===== src/rtl/qlbb_merge.sv =====
`timescale 1ns / 1ps
// Merging stage: packs the lane results into the output register that drives
// the master stream. No dependencies.
module qlbb_merge #(
  parameter int LANES       = 4,
  parameter int SAMPLE_BITS = 24
) (
  input  logic                                  clk_i,
  input  logic                                  rst_ni,
  input  logic                                  load_i,
  input  logic [LANES-1:0][SAMPLE_BITS-1:0]     lane_y_i,
  output logic                                  can_load_o,
  output logic                                  m_axis_tvalid_o,
  input  logic                                  m_axis_tready_i,
  output logic [((LANES*SAMPLE_BITS+7)/8)*8-1:0] m_axis_tdata_o
);

  localparam int TDATA_W = ((LANES * SAMPLE_BITS + 7) / 8) * 8;

  logic               valid_q, valid_d;
  logic [TDATA_W-1:0] data_q;

  assign can_load_o = !valid_q || m_axis_tready_i;

  always_comb begin
    valid_d = valid_q;
    if (load_i) begin
      valid_d = 1'b1;
    end else if (m_axis_tready_i) begin
      valid_d = 1'b0;
    end
  end

  always_ff @(posedge clk_i or negedge rst_ni) begin
    if (!rst_ni) begin
      valid_q <= 1'b0;
    end else begin
      valid_q <= valid_d;
    end
  end

  always_ff @(posedge clk_i) begin
    if (load_i) begin
      data_q <= TDATA_W'(lane_y_i);
    end
  end

  assign m_axis_tvalid_o = valid_q;
  assign m_axis_tdata_o  = data_q;

endmodule


===== config.mk =====
export PLATFORM = sky130hd
export DESIGN_NAME = qlbb_merge
export DESIGN_NICKNAME = d
export VERILOG_FILES = /design/src/rtl/qlbb_merge.sv
export SDC_FILE = /design/constraint.sdc
export NUM_CORES = 1
export LEC_CHECK = 0
export BUFFER_PORTS_ARGS = -buffer_cell sky130_fd_sc_hd__buf_2
export CORE_MARGIN = 2
export CORE_UTILIZATION = 41
export CTS_CLUSTER_DIAMETER = 200
export DETAILED_ROUTE_END_ITERATION = 6
export GPL_ROUTABILITY_DRIVEN = 0
export PLACE_DENSITY = 0.79
export SLEW_MARGIN = 40
export SYNTH_ARGS = -nofsm -noshare
export SYNTH_HDL_FRONTEND = slang
export SYNTH_SLANG_ARGS = --single-unit
export TNS_END_PERCENT = 10

===== constraint.sdc =====
create_clock -name clk_i -period 0.8 [get_ports clk_i]
set_input_delay 0.12 -clock clk_i [delete_from_list [all_inputs] [get_ports clk_i]]
set_output_delay 0.12 -clock clk_i [all_outputs]
set_load 0.005 [all_outputs]

==> impl_metrics.py <==
metrics = {
    "status": {
        "status": "complete, but fails checks",
        "violations": "setup timing",
    },
    "cts": {
        "clk_path_buf_depth": 2,
        "cts_buffers": 9,
        "cts_max_level": 3,
        "clkSlewWorstSetupHoldPaths_ns": 0.10,
        "cts_tree": "done",
        "clk_latency_ns": 0.36,
        "cts_num_sinks": 97,
        "root_buffer": "clkbuf_8",
    },
    "power": {
        "power_leakage_nw": 2.31,
        "cellPowerDensity_nw_per_um2": 2080,
        "peakVddDrop_mv": 1.53,
        "p_total_mw": 11.1,
    },
    "timing": {
        "rsz0062_at_grt": "true",
        "relSlewSlack": 0.883,
        "post-route-min-period_ns": 1.08,
        "finClkSkew_ns": 0,
        "hold_slack_ns": 0.0508,
        "worst_pin_slew_ns": 0.175,
        "drv_slew": 0,
        "max_freq_ghz": 0.922,
        "setup-violations-final": 99,
        "fin_crit_sh": 1.36,
        "setup_slack_ns": -0.284,
        "hold_viol_final": 0,
    },
    "die": {
        "ios": 198,
        "rows": 30,
        "die_y_um": 88.5,
        "die_width_um": 88.5,
        "fp.dieArea_um2": 7840,
        "initial_core_util": 0.427,
        "core_um2": 6870,
    },
    "worst_setup_path": {
        "worstPathCellList": "nand2b_4, buf_6",
        "critPathSlowestCell": "dfrtp_1",
        "start_kind": "register",
        "crit_path_end_kind": "primary output",
        "max_stage_delay_ns": 0.42,
        "critical_path_class": "reg -> out",
        "crit_start": "m_axis_tvalid_o$_DFFE_PN0P_",
        "crit_fanout": 2,
        "required_ns": 0.68,
        "rr_startpoint": "m_axis_tvalid_o$_DFFE_PN0P_",
        "critPathArrivalTime_ns": 0.96,
    },
    "yosys": {
        "synth_nets": 199,
        "synthTopCellsByArea": "edfxtp_1 98%, dfrtp_1 0.85%, nand2b_4 0.47%, nand2b_2 0.30%",
        "yosys.cell_types.count": 4,
        "synth_seq_cells": 97,
        "synth_top_area_cell": "edfxtp_1",
        "netlist_area_um2": 2930,
        "syn_inst": 99,
        "yosysWarnings": 0,
        "syn_area_per_cell_um2": 29.6,
        "synth_top_area_share": 0.984,
        "yosysSeqAreaShare": 0.992,
    },
    "routing": {
        "wl_per_cell_um": 18.9,
        "first_pass_iters": 4,
        "avgViaCountPerCell": 4.49,
        "wl_um": 9750,
        "drt-met1-wl_um": 3250,
        "detail-route-antenna-nets": 0,
        "drt-initial-drc-count": 120,
        "routed.top_layer": "met4",
        "drc_errors": 0,
        "route.met2.wl_um": 5350,
        "vias": 2310,
        "wl_met3_um": 867,
    },
    "global_route": {
        "overflow": 0,
        "grt_pass1_wl_um": 13600,
        "grt_max_degree": 32,
        "grtUsageTotal": 0.253,
        "first_global_vias": 2499,
        "antenna_found_initial": 1,
    },
    "place": {
        "hpwl_um": 5050,
        "pre_cts_ws_ns": -0.0339,
        "port-buffer-count": 197,
    },
    "layout": {
        "final_core_util": 0.778,
        "area_delta_synth_final_pct": 82.4,
        "final_layout_size_suffix_gt1_frac": 0.536,
        "nets": 513,
    },
    "run": {
        "cap_violations": 0,
    },
    "hold_path": {
        "min_path_type": "in -> async",
    },
}
-- Yosys cell counts --
cell	count
edfxtp_1	96
nand2b_4	1
nand2b_2	1
dfrtp_1	1
-- per-layer routing --
| metal | global-route usage | vias to the layer above |
|---|---|---|
| met3 | 0.0989 | 22 |
| met1 | 0.255 | 1099 |
| met2 | 0.464 | 159 |
| li1 | - | 1030 |
| met4 | 0.102 | 0 |
| met5 | 0 | - |
-- registers in the layout, indices dropped and copies added, names as in the netlist --
signal,cells
m_axis_tdata_o,96
m_axis_tvalid_o,1
-- logic make-up after synthesis --
group         Yosys count  synth area share
simple gates            2           0.00769
flops                  97             0.992
-- path summary, 6_finish.rpt --
path	cells after the start	slack, ns	end
setup / recovery	2	-0.28	can_load_o
setup reg to reg	4	-0.05	m_axis_tvalid_o$_DFFE_PN0P_
max in group asynchronous	2	0.66	m_axis_tvalid_o$_DFFE_PN0P_
min in group clk_i	2	0.09	m_axis_tvalid_o$_DFFE_PN0P_
hold / removal	2	0.05	m_axis_tvalid_o$_DFFE_PN0P_
hold reg to reg	4	0.77	m_axis_tvalid_o$_DFFE_PN0P_
-- through the flow --
stage	setup TNS, ns	std cells	cell area (um2)
after global routing	-24.48	515	5350
after global placement	-1.42	399	4120
final	-20.02	515	5350
after floorplan	0	99	2930
after detailed placement	-1.81	399	4120
after CTS	-19.94	513	5340
-- worst max-delay path, delay by kind of cell (launching register included) --
family | cells | cell delay [ns]
flops | 1 | 0.42
simple gates | 1 | 0.09
buf+inv | 1 | 0.09
-- power by group --
| part | internal (mW) | total [mW] | switching (mW) |
|---|---|---|---|
| combinational | 0.779 | 1.30 | 0.518 |
| sequential | 6.02 | 6.16 | 0.131 |
| clock | 1.84 | 3.68 | 1.85 |
-- cell usage in the layout, fill, tap and decap left out --
cell type,count
buf_6,1
buf_4,8
bufinv_16,2
edfxtp_1,96
diode_2,1
buf_2,195
inv_8,3
buf_12,2
clkinvlp_4,1
nand2b_2,1
inv_6,1
nand2b_4,1
dlygate4sd3_1,97
dfrtp_1,1
clkbuf_8,9
-- area by class of cell --
type	instances	area (um2)
diodes	1	2.50
clock buffers	9	124
clock inverters	7	110
fillers	367	1520
repair buffers	303	2060
flip-flops and latches	97	2910
well taps	96	120
multi-input cells	2	22.5
-- repair_timing --
item,4_1_cts,5_1_grt
setup buffers,1,1
resized for setup,1,0
hold buffers,97,0
gates cloned,0,0
setup endpoints to repair,98,98
endpoints found under the hold margin,97,0
Note: power is estimated with default switching activity, not from simulation.
