## src/rtl/qlbb_pkg.sv

```systemverilog
`timescale 1ns / 1ps
// Shared types and constants for the four-lane bandpass biquad.
// No dependencies; used by qlbb_regs, qlbb_lane and the top level.
package qlbb_pkg;

  localparam int COEF_BITS = 32;
  localparam int RND_W     = 65;
  localparam int ADDR_W    = 4;
  localparam int STEP_W    = 3;

  localparam logic [1:0] REG_FEED_GAIN   = 2'd0;
  localparam logic [1:0] REG_FB_GAIN_ONE = 2'd1;
  localparam logic [1:0] REG_FB_GAIN_TWO = 2'd2;
  localparam logic [1:0] REG_NORM_RECIP  = 2'd3;

  localparam logic [STEP_W-1:0] STEP_MUL_X    = 3'd0;
  localparam logic [STEP_W-1:0] STEP_MUL_X2   = 3'd1;
  localparam logic [STEP_W-1:0] STEP_MUL_Y1   = 3'd2;
  localparam logic [STEP_W-1:0] STEP_MUL_Y2   = 3'd3;
  localparam logic [STEP_W-1:0] STEP_ACC_LAST = 3'd4;
  localparam logic [STEP_W-1:0] STEP_SCALE    = 3'd5;
  localparam logic [STEP_W-1:0] STEP_MUL_NORM = 3'd6;
  localparam logic [STEP_W-1:0] STEP_OUT      = 3'd7;

  typedef enum logic [2:0] {
    ST_IDLE = 3'b001,
    ST_RUN  = 3'b010,
    ST_HOLD = 3'b100
  } seq_state_e;

  typedef struct packed {
    logic signed [COEF_BITS-1:0] feed_gain;
    logic signed [COEF_BITS-1:0] fb_gain_one;
    logic signed [COEF_BITS-1:0] fb_gain_two;
    logic signed [COEF_BITS-1:0] norm_recip;
  } coef_t;

  typedef struct packed {
    logic              start;
    logic              clr;
    logic              run;
    logic [STEP_W-1:0] step;
  } lane_ctrl_t;

endpackage

```

## src/rtl/qlbb_lane.sv

```systemverilog
`timescale 1ns / 1ps
// One biquad lane: shared 32x32 multiplier stepped over the four taps and the
// final normalization, plus the lane's delay line. Depends on qlbb_pkg.
module qlbb_lane #(
  parameter int SAMPLE_BITS    = 24,
  parameter int COEF_FRAC_BITS = 24
) (
  input  logic                          clk_i,
  input  logic                          rst_ni,
  input  qlbb_pkg::lane_ctrl_t          ctrl_i,
  input  qlbb_pkg::coef_t               coef_i,
  input  logic signed [SAMPLE_BITS-1:0] sample_i,
  output logic signed [SAMPLE_BITS-1:0] y_o
);

  localparam int CW    = qlbb_pkg::COEF_BITS;
  localparam int RW    = qlbb_pkg::RND_W;
  localparam int ACC_W = (CW + SAMPLE_BITS + 2 > 64) ? 64 : CW + SAMPLE_BITS + 2;
  localparam logic signed [RW-1:0] HALF = RW'(1) << (COEF_FRAC_BITS - 1);
  localparam logic signed [CW-1:0] T_MAX = {1'b0, {(CW-1){1'b1}}};
  localparam logic signed [CW-1:0] T_MIN = {1'b1, {(CW-1){1'b0}}};
  localparam logic signed [SAMPLE_BITS-1:0] Y_MAX = {1'b0, {(SAMPLE_BITS-1){1'b1}}};
  localparam logic signed [SAMPLE_BITS-1:0] Y_MIN = {1'b1, {(SAMPLE_BITS-1){1'b0}}};

  logic signed [SAMPLE_BITS-1:0] x_q, x1_q, x2_q, y1_q, y2_q, y_q, y_d;
  logic signed [CW-1:0]          a_op, b_op, t_q, t_d;
  logic signed [2*CW-1:0]        mul, prod_q;
  logic signed [ACC_W-1:0]       acc_q;
  logic                          neg_q;
  logic signed [RW-1:0]          sum_a, rs_a, sum_y, rs_y;
  logic [RW-CW:0]                hi_a;
  logic [RW-SAMPLE_BITS:0]       hi_y;

  always_comb begin
    unique case (ctrl_i.step)
      qlbb_pkg::STEP_MUL_X:    begin a_op = coef_i.feed_gain;   b_op = CW'(x_q);  end
      qlbb_pkg::STEP_MUL_X2:   begin a_op = coef_i.feed_gain;   b_op = CW'(x2_q); end
      qlbb_pkg::STEP_MUL_Y1:   begin a_op = coef_i.fb_gain_one; b_op = CW'(y1_q); end
      qlbb_pkg::STEP_MUL_Y2:   begin a_op = coef_i.fb_gain_two; b_op = CW'(y2_q); end
      qlbb_pkg::STEP_MUL_NORM: begin a_op = coef_i.norm_recip;  b_op = t_q;       end
      default:                 begin a_op = coef_i.feed_gain;   b_op = CW'(x_q);  end
    endcase
  end

  assign mul = a_op * b_op;

  // round half up, then saturate to 32 bits
  assign sum_a = RW'(acc_q) + HALF;
  assign rs_a  = sum_a >>> COEF_FRAC_BITS;
  assign hi_a  = rs_a[RW-1:CW-1];
  assign t_d   = (&hi_a || ~|hi_a) ? rs_a[CW-1:0] : (rs_a[RW-1] ? T_MIN : T_MAX);

  // normalization product back to sample width
  assign sum_y = RW'(prod_q) + HALF;
  assign rs_y  = sum_y >>> COEF_FRAC_BITS;
  assign hi_y  = rs_y[RW-1:SAMPLE_BITS-1];
  assign y_d   = (&hi_y || ~|hi_y) ? rs_y[SAMPLE_BITS-1:0] : (rs_y[RW-1] ? Y_MIN : Y_MAX);

  always_ff @(posedge clk_i) begin
    if (ctrl_i.start) begin
      x_q <= sample_i;
    end
    if (ctrl_i.run) begin
      prod_q <= mul;
      neg_q  <= (ctrl_i.step == qlbb_pkg::STEP_MUL_X2) ||
                (ctrl_i.step == qlbb_pkg::STEP_MUL_Y1) ||
                (ctrl_i.step == qlbb_pkg::STEP_MUL_Y2);
      if (ctrl_i.step == qlbb_pkg::STEP_MUL_X) begin
        acc_q <= '0;
      end else if (ctrl_i.step <= qlbb_pkg::STEP_ACC_LAST) begin
        acc_q <= neg_q ? acc_q - $signed(prod_q[ACC_W-1:0])
                       : acc_q + $signed(prod_q[ACC_W-1:0]);
      end
      if (ctrl_i.step == qlbb_pkg::STEP_SCALE) begin
        t_q <= t_d;
      end
    end
  end

  always_ff @(posedge clk_i or negedge rst_ni) begin
    if (!rst_ni) begin
      x1_q <= '0;
      x2_q <= '0;
      y1_q <= '0;
      y2_q <= '0;
      y_q  <= '0;
    end else if (ctrl_i.clr) begin
      x1_q <= '0;
      x2_q <= '0;
      y1_q <= '0;
      y2_q <= '0;
      y_q  <= '0;
    end else if (ctrl_i.run && ctrl_i.step == qlbb_pkg::STEP_OUT) begin
      x2_q <= x1_q;
      x1_q <= x_q;
      y2_q <= y1_q;
      y1_q <= y_d;
      y_q  <= y_d;
    end
  end

  assign y_o = y_q;

endmodule

```

## config.mk

```make
export PLATFORM = sky130hd
export DESIGN_NAME = qlbb_lane
export DESIGN_NICKNAME = d
export VERILOG_FILES = /design/src/rtl/qlbb_pkg.sv /design/src/rtl/qlbb_lane.sv
export SDC_FILE = /design/constraint.sdc
export NUM_CORES = 2
export LEC_CHECK = 0
export BUFFER_PORTS_ARGS = -buffer_cell sky130_fd_sc_hd__buf_2
export CORE_MARGIN = 2
export CORE_UTILIZATION = 45
export CTS_CLUSTER_DIAMETER = 50
export DETAILED_ROUTE_END_ITERATION = 10
export SLEW_MARGIN = 25
export SYNTH_ARGS = -nofsm -noshare
export SYNTH_HDL_FRONTEND = slang
export SYNTH_SLANG_ARGS = --single-unit
```

## constraint.sdc

```tcl
create_clock -name clk_i -period 12.4 [get_ports clk_i]
set_clock_uncertainty 0.05 [all_clocks]
set_input_delay 2.48 -clock clk_i [delete_from_list [all_inputs] [get_ports clk_i]]
set_output_delay 2.48 -clock clk_i [all_outputs]
set_load 0.03 [all_outputs]
```

==> impl_results.md <==
* Number of synthesized flops with an enable pin at 179
* Worst Setup Start Kind: input port
* Critical Path RT at 12,680 ps
* Synth Cell Area at 53,400 um2
* RR Endpoint: prod_q[52]
* Port-buffer cells at 183
* RePlAce Congestion at 0.992
* H-tree levels at 1
* Initial antenna violation count at 11
* Synth warn at 0
* Row count at 126
* Crit path DAT at 12,130 ps
* 1st-iter DRT viols at 4,069
* CTS clk-pin slew, worst paths at 70 ps
* Fmax at 84.4 MHz
* Post-route ant nets at 0
* Slew margin rel. at 27.6%
* Max-Cap Viols at 0
* CTS tree: yes
* Syn_nets at 7,366
* Synth Register Bits at 275
* Drt total wl at 187 mm
* DR vias/cell at 5.78
* WS Path Type: in -> reg
* Min cycle time layout at 11,850 ps
* GRT Total Usage at 31.3%
* NumNets Final at 7,451
* Crit path to: prod_q[62]
* Tightest Pin Transition at 1080 ps
* Post-synth ARST share at 34.9%
* Die height at 348 um
* Maximum number of pins on one net before global-route repair at 76
* Hold Fails Final Rpt at 0
* Seq/Total Area, Yosys at 14.6%
* Min-Delay Path Class: reg -> reg
* Final Max Tran Viols at 0
* Clock Tree Buf Depth at 3
* Root buffer cell: clkbuf_16
* Most used DFF post-synth: edfxtp_1
* Post-CTS sizing at 0
* Routed WL per cell at 24.9 um
* CTS Hold Buffers Added at 0
* Netlist cell types at 87
* Total CTS buffers at 28
* CP max FO at 31
* Die X-Extent at 348 um
* Ratio of cells with drive above 1 in the final layout at 9.79%
* Mean Syn Cell Area at 9.08 um2
* Synth-to-layout area growth at 7.95%
* CP startpoint: ctrl_i[1]
* DR DRC count at 0
* Via count at 43,485
* FF-to-FF setup slack at 2460 ps
* DP HPWL at 155 mm
* Cells after Synth at 5,878
* IO Pins at 184
* Delay of the slowest critical-path stage at 630 ps
* Post CTS Setup Buffer Count at 0
* Unrepaired setup endpoints after global routing: false
* Post-layout util at 48.9%
* Crit. End Element: flip-flop
* Global-route wire length before repair at 284 mm
* Worst r2r path cells at 28
* Commonest non-fill, non-tap cell in the layout: fa_1
* Initial core utilization at 45.3%
* Run status: completed
* Most frequent cells in the layout: fa_1 (1,083), inv_1 (1,008), nand2_1 (753), nor2_1 (747), ha_1 (245)
* Final worst-path cycle share at 95.6%
* Slowest CP cell: o221a_2
* TritonRoute pass-1 iters at 7
* DIE AREA at 121,000 um2
* Vias in the first global route at 44,922
* Reg2reg start: y_o[23]
* Clk_lat worst skew at 580 ps
* Final setup viols at 0
* Clock sinks at 275
* Core area at 118,000 um2
* Gr ovfl total at 0
* Setup Total Neg Slack at 0 ps
per-stage QoR:
step	std cells	hold slack, ps	instance area (um2)	setup WS (ps)
after floorplan	5878	447	53400	454
after global routing	7521	494	57600	39.0
final	7522	461	57600	547
after global placement	7468	454	56700	147
after detailed placement	7468	459	56700	77.5
after CTS	7520	463	57600	659
per-layer routing:
layer / track usage (%) / vias to the layer above / wire [um]
met5: 0 / - / 104
li1: - / 18642 / -
met2: 50.5 / 1987 / 87000
met4: 10.6 / 14 / 7860
met1: 42.0 / 22424 / 74700
met3: 6.66 / 418 / 17700
worst min path at each step:
stage | start | endpoint | slack, ps | cells after the start
6_report | x1_q[4] | x2_q[4] | 460 | 2
5_1_grt | x1_q[15] | x2_q[15] | 490 | 2
4_1_cts | x1_q[4] | x2_q[4] | 460 | 2
3_5_place_dp | x1_q[22] | x2_q[22] | 460 | 2
3_3_place_gp | x1_q[22] | x2_q[22] | 450 | 2
2_1_floorplan | x1_q[0] | x2_q[0] | 450 | 2
kinds of logic after synthesis:
group	after synthesis	synth area share, %
adder cells (fa/ha/maj)	1328	46.3
buffers and inverters	1321	9.45
multiplexers	47	0.954
XOR/XNOR	225	3.70
flip-flops	275	14.6
AND/OR/NAND/NOR	1886	15.0
AO/OA/AOI/OAI	796	10.0
cell type report:
cell class | count | area, um2
fill | 11436 | 60300
multi-input combinational | 4282 | 40900
sequential | 275 | 7780
inverter | 1010 | 3790
timing repair buffer | 366 | 2390
tap | 1536 | 1920
clock buffer | 36 | 762
clock inverter | 16 | 135
antenna | 1 | 2.50
state kept, by name, summed over array words and instances, names as in the netlist:
| register | count |
|---|---|
| neg_q | 1 |
| x2_q | 24 |
| y2_q | 24 |
| t_q | 32 |
| prod_q | 64 |
| x1_q | 24 |
| x_q | 24 |
| y_o | 24 |
| acc_q | 58 |
cells in the mapped netlist (all sizes together), types with 69 or more instances:
master  count  area, um2
o21ai     167        840
ha        245       3070
a21oi     224       1120
nand2     754       2830
xnor2     157       1380
fa       1083      21700
clkbuf    286       1080
edfxtp    179       5380
nor3       77        390
nand3      69        363
nor2      756       2840
dfrtp      96       2400
inv      1010       3790
worst max-delay path: cells and delay by family:
kind | cells | cell delay [ps]
fa+ha+maj | 9 | 4350
simple gates | 3 | 530
compound gates | 8 | 2630
buf+inv | 11 | 1970
xor+xnor | 1 | 170
Power is not shown: default switching activity piles up to over one toggle a cycle in this logic, so the estimate is an artifact.
