<file path="config.mk">
export PLATFORM = sky130hd
export DESIGN_NAME = qlbb_regs
export DESIGN_NICKNAME = d
export VERILOG_FILES = /design/src/rtl/qlbb_pkg.sv /design/src/rtl/qlbb_regs.sv
export SDC_FILE = /design/constraint.sdc
export NUM_CORES = 1
export LEC_CHECK = 0
export ABC_AREA = 1
export BUFFER_PORTS_ARGS = -buffer_cell sky130_fd_sc_hd__buf_4
export CAP_MARGIN = 5
export CORE_MARGIN = 1.5
export CORE_UTILIZATION = 45
export DETAILED_ROUTE_END_ITERATION = 6
export GPL_TIMING_DRIVEN = 0
export PLACE_DENSITY = 0.76
export SYNTH_ARGS = -nofsm -noshare
export SYNTH_HDL_FRONTEND = slang
export SYNTH_SLANG_ARGS = --single-unit
</file>
<file path="constraint.sdc">
create_clock -name clk_i -period 0.8 [get_ports clk_i]
set_input_delay 0.08 -clock clk_i [delete_from_list [all_inputs] [get_ports clk_i]]
set_output_delay 0.08 -clock clk_i [all_outputs]
set_load 0.01 [all_outputs]
</file>
<file path="src/rtl/qlbb_pkg.sv">
`timescale 1ns / 1ps
// Shared types and constants for the four-lane bandpass biquad.
// No dependencies; used by qlbb_regs, qlbb_lane and the top level.
package qlbb_pkg;

  localparam int COEF_BITS = 32;
  localparam int RND_W     = 65;
  localparam int ADDR_W    = 4;
  localparam int STEP_W    = 3;

  localparam logic [1:0] REG_FEED_GAIN   = 2'd0;
  localparam logic [1:0] REG_FB_GAIN_ONE = 2'd1;
  localparam logic [1:0] REG_FB_GAIN_TWO = 2'd2;
  localparam logic [1:0] REG_NORM_RECIP  = 2'd3;

  localparam logic [STEP_W-1:0] STEP_MUL_X    = 3'd0;
  localparam logic [STEP_W-1:0] STEP_MUL_X2   = 3'd1;
  localparam logic [STEP_W-1:0] STEP_MUL_Y1   = 3'd2;
  localparam logic [STEP_W-1:0] STEP_MUL_Y2   = 3'd3;
  localparam logic [STEP_W-1:0] STEP_ACC_LAST = 3'd4;
  localparam logic [STEP_W-1:0] STEP_SCALE    = 3'd5;
  localparam logic [STEP_W-1:0] STEP_MUL_NORM = 3'd6;
  localparam logic [STEP_W-1:0] STEP_OUT      = 3'd7;

  typedef enum logic [2:0] {
    ST_IDLE = 3'b001,
    ST_RUN  = 3'b010,
    ST_HOLD = 3'b100
  } seq_state_e;

  typedef struct packed {
    logic signed [COEF_BITS-1:0] feed_gain;
    logic signed [COEF_BITS-1:0] fb_gain_one;
    logic signed [COEF_BITS-1:0] fb_gain_two;
    logic signed [COEF_BITS-1:0] norm_recip;
  } coef_t;

  typedef struct packed {
    logic              start;
    logic              clr;
    logic              run;
    logic [STEP_W-1:0] step;
  } lane_ctrl_t;

endpackage

</file>
<file path="src/rtl/qlbb_regs.sv">
`timescale 1ns / 1ps
// APB coefficient register file of the biquad.
// Depends on qlbb_pkg.
module qlbb_regs #(
  parameter int COEF_FRAC_BITS = 24
) (
  input  logic                       clk_i,
  input  logic                       rst_ni,
  input  logic                       psel,
  input  logic                       penable,
  input  logic                       pwrite,
  input  logic [qlbb_pkg::ADDR_W-1:0] paddr,
  input  logic [31:0]                pwdata,
  output logic [31:0]                prdata,
  output logic                       pready,
  output qlbb_pkg::coef_t            coef_o
);

  localparam int CW = qlbb_pkg::COEF_BITS;
  localparam logic signed [CW-1:0] RECIP_ONE = CW'(1) << COEF_FRAC_BITS;

  qlbb_pkg::coef_t coef_q;
  logic            wr_en;
  logic [1:0]      idx;

  assign pready = 1'b1;
  assign wr_en  = psel & penable & pwrite & pready;
  assign idx    = paddr[3:2];
  assign coef_o = coef_q;

  always_ff @(posedge clk_i or negedge rst_ni) begin
    if (!rst_ni) begin
      coef_q.feed_gain   <= '0;
      coef_q.fb_gain_one <= '0;
      coef_q.fb_gain_two <= '0;
      coef_q.norm_recip  <= RECIP_ONE;
    end else if (wr_en) begin
      unique case (idx)
        qlbb_pkg::REG_FEED_GAIN:   coef_q.feed_gain   <= pwdata;
        qlbb_pkg::REG_FB_GAIN_ONE: coef_q.fb_gain_one <= pwdata;
        qlbb_pkg::REG_FB_GAIN_TWO: coef_q.fb_gain_two <= pwdata;
        qlbb_pkg::REG_NORM_RECIP:  coef_q.norm_recip  <= pwdata;
        default: ;
      endcase
    end
  end

  always_comb begin
    unique case (idx)
      qlbb_pkg::REG_FEED_GAIN:   prdata = coef_q.feed_gain;
      qlbb_pkg::REG_FB_GAIN_ONE: prdata = coef_q.fb_gain_one;
      qlbb_pkg::REG_FB_GAIN_TWO: prdata = coef_q.fb_gain_two;
      qlbb_pkg::REG_NORM_RECIP:  prdata = coef_q.norm_recip;
      default:                   prdata = '0;
    endcase
  end

endmodule

</file>
==> results of run 1 <==
## metrics by stage
stage | utilization | cells | area (µm²) | hold WS, ps
3_3_place_gp | 0.5947 | 1113 | 7475 | 310.2
5_1_grt | 0.9003 | 1357 | 11320 | -310.7
6_report | 0.9003 | 1357 | 11320 | -346.8
2_1_floorplan | - | 743 | 5773 | -215.6
3_5_place_dp | 0.5972 | 1114 | 7506 | 128.2
4_1_cts | 0.8474 | 1332 | 10650 | -308.6
## layout by cell type (no fill, tap or decap)
master	count
dfstp_2	1
buf_2	11
nand2_1	351
dlygate4sd3_1	32
conb_1	1
buf_16	1
bufinv_16	3
clkbuf_8	2
nor2_4	5
nand3_1	79
clkbuf_16	17
dfrtp_1	127
clkbuf_2	6
buf_6	300
clkbuf_4	14
nand3_2	18
clkbuf_1	3
nand4_1	32
clkinvlp_4	4
clkinv_2	3
inv_1	2
nand2_2	68
nand2_4	6
inv_2	4
nor2_2	1
buf_4	94
## cell families (layout without fill, tap and decap cells)
logic type    count (synthesis)  count (layout)  synth area share
simple gates                560             560            0.4008
flops                       128             128            0.5558
buf+inv                      54             496           0.04275
other cells                   1               1         0.0006504
## metal layers
metal  global-route usage  up-vias  part of all wire
met5                    0        -                 0
met4               0.2870        0             0.079
met3               0.1126      282              0.12
met2               0.6816      846              0.47
met1               0.4680     3923              0.33
li1                     -     3227                 -
## worst paths after layout
check	depth (start not counted)	end	start	slack (ps)
min reg2reg	2	coef_o[125]$_DFFE_PN0P_	coef_o[125]$_DFFE_PN0P_	550
min in group clk_i	5	coef_o[116]$_DFFE_PN0P_	paddr[2]	140
min	1	coef_o[62]$_DFFE_PN0P_	rst_ni	-350
max	3	prdata[31]	coef_o[31]$_DFFE_PN0P_	-600
max in group asynchronous	2	coef_o[24]$_DFFE_PN1P_	rst_ni	380
max reg2reg	5	coef_o[44]$_DFFE_PN0P_	coef_o[44]$_DFFE_PN0P_	-210
## worst max-delay path, cell delays in order, from the launching register on
cell and delay, ps:
dfrtp_1 400, nand3_1 120, nand4_1 170, buf_4 200
## repair_timing
item,CTS,global route
gates cloned,0,0
hold endpoints to repair,195,67
setup endpoints to repair,220,283
gates resized for setup,301,211
pin swaps,48,64
setup buffers,154,79
## power by group
part	leakage [µW]	total, µW	internal (µW)	switching [µW]
registers	0.00162	9100	7810	1290
clock network	0.000282	8200	5050	3150
logic	0.00398	12600	7280	5360
## cell type report
cell class / count / area, µm² / area share
sequential: 128 / 3204 / 0.2832
timing repair buffer: 410 / 4297 / 0.3797
buffer: 48 / 325.3 / 0.02875
clock buffer: 22 / 464.2 / 0.04102
multi-input combinational: 561 / 2653 / 0.2344
clock inverter: 10 / 135.1 / 0.01194
tap: 172 / 215.2 / 0.01902
inverter: 6 / 22.52 / 0.001990
==> impl_metrics.csv, run 1 <==
group,metric,value,unit
outcome,violations,"negative hold slack, negative setup slack",
die,die_area,0.01350,mm²
clock_network,cts_buffer_depth,2,
final_layout,fin_nets,1213,
synth,synth_common_cells,"nand2_1 (425), dfrtp_1 (127), nand3_1 (97)",
synth,seq_area_frac_synth,0.5558,
timing,drv_slew,0,
critical_path,cp.required,720,ps
die,die_x,116.2,µm
detailed_routing,viasPerCell,6.100,
place,dp_slack,-679.6,ps
detailed_routing,vias,8278,
detailed_routing,drt_iter0_drc,1203,
clock_network,clkSinkCount,128,
global_route,grt_pass1_wl,41310,µm
synth,synth_warnings,0,
timing,tightest_slew,667.8,ps
synth,synth_edf_count,0,
place,gp_congestion,0.8790,
detailed_routing,drc_errors,0,
place,port_buffers,198,
timing,fin_ws,-603.7,ps
clock_network,clkLatencyLatePin,430,ps
die,core_area,0.01257,mm²
critical_path,crit_path_start_kind,"flip-flop",
timing,period_needed,1404,ps
final_layout,fillers,480,
synth,async_flop_share,1.000,
die,start_util,0.4587,
clock_network,clkTransAtPathRegs,70,ps
hold_path,hp-class,"in2async",
clock_network,cts_root_buf,"clkbuf_16",
timing,hold_viol,67,
timing,rsz0062_at_grt,"yes",
die,rows,41,
clock_network,cts_tree,"yes",
detailed_routing,routed_wl,32080,µm
synth,ys_seq_elements,128,
detailed_routing,first_pass_iters,7,
synth,syn_avg_cell_area,7.760,µm²
synth,yosysMostFrequentCell,"nand2_1",
detailed_routing,wire_per_inst,23.64,µm
timing,relSlewSlack,0.5548,
clock_network,htree_levels,4,
critical_path,critPathKind,"reg2out",
clock_network,hold_buffers,32,
synth,syn_area,0.005766,mm²
power,ir_worst_vdd,1.424,mV
critical_path,crit_arrival,1320,ps
global_route,grt_pass1_vias,7926,
die,fp.dieH,116.2,µm
die,io_pins,202,
synth,synthTopCellsByArea,"dfrtp_1 (55%), nand2_1 (28%), nand3_1 (8.4%), nand4_1 (3.5%), buf_2 (2.8%)",
job,drv_cap,0,
timing,skew,0,ps
final_layout,largest_reg_flops,128,
synth,syn-num-nets,784,
critical_path,end_kind,"primary output",
power,p_leak,0.005884,µW
outcome,status,"complete, but fails checks",
timing,fin_tns_setup,-67510,ps
global_route,antenna_found_initial,0,
synth,ys_types,13,
timing,fmax,712.4,MHz
final_layout,syn_to_final_growth,96.27,%
timing,hold_slack,-346.8,ps
global_route,grt_overflow,0,
place,hpwlAfterDp,13360,µm
timing,setup_viol,244,
synth,ys.flop_type,"dfrtp_1",
power,power_density,2646,mW/mm²
timing,timing.final.crit_share,1.755,
power,totalPowerFinal,29940,µW
critical_path,crit_fanout,2,
synth,synth.top_cell.area_share,0.5512,
detailed_routing,drtAntennaViolNets,0,
global_route,grt_max_degree,69,
clock_network,numCtsBuffers,17,
final_layout,diodes,0,
final_layout,final_layout_size_suffix_gt1_frac,0.4709,
global_route,track_usage,0.4132,
synth,syn_inst,743,
synth,synth_area_leader_cell,"dfrtp_1",
No activity file was read; power rests on OpenSTA's default activity.
==> inputs of run 2 (changes only) <==
--- a/config.mk
+++ b/config.mk
@@ -10,2 +10,3 @@
 export CAP_MARGIN = 5
+export CORE_ASPECT_RATIO = 1.2
 export CORE_MARGIN = 1.5
--- a/constraint.sdc
+++ b/constraint.sdc
@@ -3,2 +3,2 @@
 set_output_delay 0.08 -clock clk_i [all_outputs]
-set_load 0.01 [all_outputs]
+set_load 0.02 [all_outputs]
==> impl_metrics.csv, run 2 (synthesis results as in run 1) <==
group,metric,value,unit
outcome,status,"complete, but fails checks",
outcome,violations,"negative hold slack, negative setup slack",
critical_path,crit_path_start,"coef_o[21]$_DFFE_PN0P_",
critical_path,crit_arrival,1360,ps
detailed_routing,viasPerCell,6.502,
timing,relSlewSlack,0.5029,
die,die_x,106.3,µm
final_layout,fin_nets,1202,
timing,hold_slack,-345.6,ps
timing,skew,0,ps
place,hpwlAfterDp,13830,µm
final_layout,diodes,0,
power,ir_worst_vdd,1.745,mV
timing,drv_slew,0,
timing,fmax,694.7,MHz
final_layout,layout_common_cells,"nand2_1 (340), buf_6 (314), dfrtp_2 (124), nand3_2 (83), buf_4 (77)",
detailed_routing,routed_wl,36330,µm
critical_path,cp.required,720,ps
critical_path,slowest_delay,430,ps
clock_network,clkLatencyLatePin,420,ps
die,rows,45,
clock_network,hold_buffers,32,
critical_path,crit_family,"flip-flops",
critical_path,critPathBufInv,1,
die,start_util,0.4592,
clock_network,clkTransAtPathRegs,70,ps
global_route,grt_pass1_vias,8088,
detailed_routing,drtAntennaViolNets,0,
global_route,antenna_found_initial,0,
detailed_routing,first_pass_iters,6,
place,port_buffers,198,
global_route,grt_pass1_wl,43020,µm
detailed_routing,drc_errors,0,
timing,tightest_slew,745.6,ps
timing,fin_ws,-639.6,ps
clock_network,htree_levels,4,
critical_path,critPathSlowestCell,"dfrtp_2",
power,p_leak,0.005738,µW
global_route,track_usage,0.4249,
die,die_area,0.01350,mm²
clock_network,cts_buffer_depth,2,
timing,timing.final.crit_share,1.799,
die,fp.dieH,127.0,µm
detailed_routing,vias,8700,
job,drv_cap,0,
power,totalPowerFinal,32620,µW
final_layout,utilization,0.9430,
detailed_routing,wire_per_inst,27.15,µm
final_layout,final_common_cell,"nand2_1",
final_layout,syn_to_final_growth,105.4,%
global_route,grt_max_degree,77,
clock_network,numCtsBuffers,17,
critical_path,end_kind,"primary output",
critical_path,crit_path_start_kind,"flip-flop",
place,gp_congestion,0.8794,
timing,hold_viol,75,
die,io_pins,202,
global_route,grt_overflow,0,
critical_path,cp_cell_sequence,"nand3_1 > nand4_1 > buf_4",
power,power_density,2755,mW/mm²
final_layout,largest_reg_flops,128,
timing,fin_tns_setup,-72000,ps
clock_network,cts_tree,"yes",
final_layout,stdcell_count,1338,
final_layout,final_layout_size_suffix_gt1_frac,0.6363,
critical_path,worstReg2RegStart,"coef_o[44]$_DFFE_PN0P_",
timing,period_needed,1440,ps
critical_path,critPathKind,"reg2out",
detailed_routing,drt_iter0_drc,1167,
clock_network,clkSinkCount,128,
hold_path,hp-class,"in2async",
clock_network,cts_root_buf,"clkbuf_16",
timing,rsz0062_at_grt,"yes",
timing,setup_viol,247,
place,dp.cells,1106,
critical_path,crit_fanout,2,
die,core_area,0.01256,mm²
final_layout,fillers,313,
## run 2: cell count changes in the layout (fill, tap and decap cells not counted), moves of 6 or more
cell | before | now
nand2_1 | 351 | 340
nand3_2 | 18 | 83
nand3_1 | 79 | 14
dfrtp_2 | 0 | 124
dfrtp_1 | 127 | 3
buf_4 | 94 | 77
nand2_4 | 6 | 12
buf_6 | 300 | 314
## run 2: path summary, 6_finish.rpt
check / end / slack (ps) / cells past startpoint
setup / recovery: prdata[21] / -640 / 3
min in group clk_i: coef_o[0]$_DFFE_PN0P_ / 120 / 5
setup reg to reg: coef_o[44]$_DFFE_PN0P_ / -290 / 3
hold reg to reg: coef_o[125]$_DFFE_PN0P_ / 510 / 2
max in group asynchronous: coef_o[24]$_DFFE_PN1P_ / 350 / 2
hold / removal: coef_o[35]$_DFFE_PN0P_ / -350 / 1
## run 2: final cells by class
class | count | area [µm²] | share of cell area
Buffer | 48 | 367.9 | 0.03107
Clock buffer | 21 | 450.4 | 0.03804
Clock inverter | 11 | 162.7 | 0.01374
Inverter | 6 | 25.02 | 0.002113
Multi-Input combinational cell | 561 | 3035 | 0.2564
Sequential cell | 128 | 3359 | 0.2837
Tap cell | 164 | 205.2 | 0.01733
Timing Repair Buffer | 399 | 4234 | 0.3576
## run 2: timing repair
action,CTS,global route
gates resized for setup,284,206
setup endpoints to repair,219,278
pin swaps,37,65
hold endpoints to repair,203,75
setup buffers,141,51
cloned,0,1
## run 2: metal layers
layer,GRT usage,part of all wire
met1,0.4751,0.31
met2,0.7157,0.45
met3,0.08571,0.13
met4,0.3156,0.11
met5,0,0
## run 2: stage by stage
step | hold WS [ps] | instance area [µm²] | worst slack (ps)
5_1_grt | -273.1 | 11840 | -657.8
3_5_place_dp | 154.4 | 8065 | -498.1
2_1_floorplan | -215.6 | 6342 | -108.4
3_3_place_gp | 311.4 | 8034 | -927.4
4_1_cts | -287.0 | 11100 | -526.9
6_report | -345.6 | 11840 | -639.6
## run 2: worst reg2reg max path: stages, from the launching register on
cell and delay (ps):
dfrtp_2 420, buf_6 130, nand2_1 250, nand2_1 150
## run 2: report_power, final
group	total, µW	internal, µW	switching (µW)
Combinational	14500	7430	7060
Sequential	9600	8060	1540
Clock	8530	5280	3250
==> inputs of run 3 (changes only) <==
--- a/config.mk
+++ b/config.mk
@@ -15,3 +15,3 @@
 export GPL_TIMING_DRIVEN = 0
-export PLACE_DENSITY = 0.76
+export PLACE_DENSITY = 0.78
 export SYNTH_ARGS = -nofsm -noshare
--- a/constraint.sdc
+++ b/constraint.sdc
@@ -3,2 +3,2 @@
 set_output_delay 0.08 -clock clk_i [all_outputs]
-set_load 0.02 [all_outputs]
+set_load 0.05 [all_outputs]
==> impl_metrics.csv, run 3 <==
group,metric,value,unit
synth,synth.top_cell.area_share,0.5512,
die,fp.dieH,127.0,µm
synth,synthTopCellsByArea,"dfrtp_1 (55%), nand2_1 (28%), nand3_1 (8.4%), nand4_1 (3.5%), buf_2 (2.8%)",
place,port_buffers,198,
clock_network,htree_levels,4,
place,gp_congestion,0.8390,
clock_network,clkSinkCount,128,
synth,syn_avg_cell_area,7.760,µm²
synth,ys_types,13,
synth,syn_area,0.005766,mm²
place,dp.cells,1106,
outcome,status,"did not finish",
synth,synth_edf_count,0,
outcome,lastStage,"global routing (5_1_grt)",
clock_network,cts_root_buf,"clkbuf_16",
timing,worstEpCategory,"output port",
die,rows,45,
clock_network,cts_buffer_depth,2,
die,die_x,106.3,µm
synth,seq_area_frac_synth,0.5558,
synth,async_flop_share,1.000,
timing,grt-worst-endpoint,"prdata[24]",
synth,synth_warnings,0,
synth,ys.flop_type,"dfrtp_1",
global_route,grt_max_degree,66,
synth,ys_seq_elements,128,
clock_network,numCtsBuffers,17,
synth,synth_area_leader_cell,"dfrtp_1",
outcome,error_line,"[ERROR DPL-0038] Utilization greater than 100%, impossible to legalize",
synth,syn-num-nets,784,
synth,syn_inst,743,
die,start_util,0.4592,
synth,yosysMostFrequentCell,"nand2_1",
synth,synth_common_cells,"nand2_1 (425), dfrtp_1 (127), nand3_1 (97)",
place,hpwlAfterDp,13770,µm
place,dp_slack,-811.0,ps
die,io_pins,202,
==> run 3: cell counts after synthesis <==
No cell type changed its count.
==> run 3: repair_timing <==
action	in CTS
gates resized for setup	435
endpoints found under the setup margin	233
buffers inserted	128
hold endpoints to repair	191
hold buffers	32
pin swaps	43
==> run 3: logic make-up after synthesis <==
group	after synthesis	share of synthesized area
AND/OR/NAND/NOR	560	0.4008
other	1	0.0006504
buffers and inverters	54	0.04275
flip-flops	128	0.5558
==> run 3: metrics by stage <==
step / area, µm² / util
floorplan: 6272 / -
global placement: 7964 / 0.6343
detailed placement: 7995 / 0.6368
CTS: 11430 / 0.9102
==> inputs of run 4 (changes only) <==
- CORE_ASPECT_RATIO: 1.2 -> unset
- CORE_UTILIZATION: 45 -> 30
- PLACE_DENSITY: 0.78 -> unset
- PLACE_DENSITY_LB_ADDON: unset -> 0.15
- clock period: 0.8 -> 1 ns (I/O delays scaled with it)
==> impl_metrics.csv, run 4 (synthesis results as in run 1) <==
group,metric,value,unit
outcome,status,"complete, but fails checks",
outcome,violations,"negative hold slack, negative setup slack",
detailed_routing,routed_wl,24990,µm
detailed_routing,drt_iter0_drc,484,
timing,setup_viol,161,
critical_path,crit_family,"flip-flops",
power,p_leak,0.005589,µW
critical_path,critPathKind,"reg2out",
critical_path,slowest_delay,420,ps
final_layout,utilization,0.6171,
clock_network,cts_root_buf,"clkbuf_16",
clock_network,cts_tree,"yes",
timing,fin_ws,-375.4,ps
die,io_pins,202,
detailed_routing,vias,6585,
critical_path,cp.required,900,ps
timing,skew,0,ps
power,totalPowerFinal,27360,µW
critical_path,critPathBufInv,1,
critical_path,crit_path_start_kind,"flip-flop",
timing,timing.final.crit_share,1.375,
critical_path,reg2regPathDepth,5,
die,die_area,0.02006,mm²
clock_network,htree_levels,4,
final_layout,final_layout_size_suffix_gt1_frac,0.5543,
clock_network,hold_buffers,32,
global_route,track_usage,0.2447,
critical_path,crit_arrival,1280,ps
place,postPlaceCellArea,0.008093,mm²
timing,fmax,727.0,MHz
global_route,antenna_found_initial,0,
power,power_density,2362,mW/mm²
critical_path,critPathSlowestCell,"dfrtp_2",
place,gp_congestion,0.7748,
timing,hold_viol,43,
place,port_buffers,198,
die,start_util,0.3072,
detailed_routing,first_pass_iters,5,
clock_network,clkLatencyLatePin,410,ps
critical_path,end_kind,"primary output",
final_layout,layout_common_cells,"nand2_1 (420), buf_6 (164), dfrtp_2 (127), buf_8 (98), nand3_2 (85)",
clock_network,clkTransAtPathRegs,50,ps
detailed_routing,drc_errors,0,
critical_path,rr_endpoint,"coef_o[53]$_DFFE_PN0P_",
detailed_routing,wire_per_inst,18.28,µm
power,ir_worst_vdd,1.379,mV
final_layout,fin_nets,1161,
global_route,grt_pass1_vias,6316,
final_layout,largest_reg_flops,128,
critical_path,ff2ff_setup_slack,-10,ps
critical_path,crit_fanout,3,
critical_path,cp_cell_sequence,"nand3_2 > nand4_1 > buf_6",
detailed_routing,drtAntennaViolNets,0,
global_route,grt_overflow,0,
final_layout,diodes,0,
final_layout,final_common_cell,"nand2_1",
job,drv_cap,0,
final_layout,finalInstanceArea,0.01158,mm²
final_layout,fillers,1596,
die,die_x,141.6,µm
clock_network,cts_buffer_depth,2,
place,hpwlAfterDp,15450,µm
final_layout,syn_to_final_growth,100.9,%
global_route,grt_pass1_wl,36740,µm
global_route,grt_max_degree,93,
hold_path,hp-class,"in2async",
detailed_routing,viasPerCell,4.817,
die,core_area,0.01877,mm²
die,rows,50,
timing,drv_slew,0,
clock_network,clkSinkCount,128,
timing,rsz0062_at_grt,"yes",
critical_path,worstReg2RegStart,"coef_o[53]$_DFFE_PN0P_",
timing,hold_slack,-423.9,ps
timing,period_needed,1375,ps
clock_network,numCtsBuffers,17,
die,fp.dieH,141.6,µm
-- run 4: final cells by class --
| cell class | count | area (µm²) | share of cell area |
|---|---|---|---|
| Timing Repair Buffer | 358 | 4245 | 0.3666 |
| Sequential cell | 128 | 3363 | 0.2904 |
| Multi-Input combinational cell | 561 | 2758 | 0.2381 |
| Clock buffer | 22 | 464.2 | 0.04008 |
| Buffer | 48 | 324.1 | 0.02798 |
| Tap cell | 234 | 292.8 | 0.02528 |
| Clock inverter | 10 | 111.4 | 0.009615 |
| Inverter | 6 | 22.52 | 0.001945 |
-- run 4: through the flow --
step	cells	TNS, ps	setup WS [ps]
final	1367	-33660	-375.4
after global routing	1367	-38000	-398.9
after CTS	1296	-29840	-377.5
after global placement	1175	-169060	-880.3
after floorplan	743	-6029	-261.8
after detailed placement	1176	-57470	-626.1
-- run 4: repair_timing --
item / 4_1_cts / 5_1_grt
buffers inserted: 56 / 79
gates resized for setup: 259 / 203
pin swaps: 11 / 27
hold endpoints to repair: 164 / 36
setup endpoints to repair: 165 / 225
-- run 4: how the worst max path moves through the flow --
| stage | start | depth (start not counted) | endpoint |
|---|---|---|---|
| floorplan | coef_o[24]$_DFFE_PN1P_ | 2 | prdata[24] |
| global placement | rst_ni | 1 | coef_o[15]$_DFFE_PN0P_ |
| detailed placement | paddr[3] | 6 | prdata[20] |
| CTS | coef_o[24]$_DFFE_PN1P_ | 3 | prdata[24] |
| global route | coef_o[52]$_DFFE_PN0P_ | 3 | prdata[20] |
| finish | coef_o[52]$_DFFE_PN0P_ | 3 | prdata[20] |
-- run 4: metal layers --
layer	track usage	vias up	wire (µm)
li1	-	3125	-
met5	0	-	0
met3	0.04894	27	1550
met1	0.3271	3213	10790
met4	0.08030	0	407
met2	0.3987	220	12250
-- run 4: power breakdown --
part	internal [µW]	switching [µW]	total, µW
sequential	6460	1080	7530
clock	3790	2360	6140
combinational	6030	7650	13700
total	16300	11100	27400
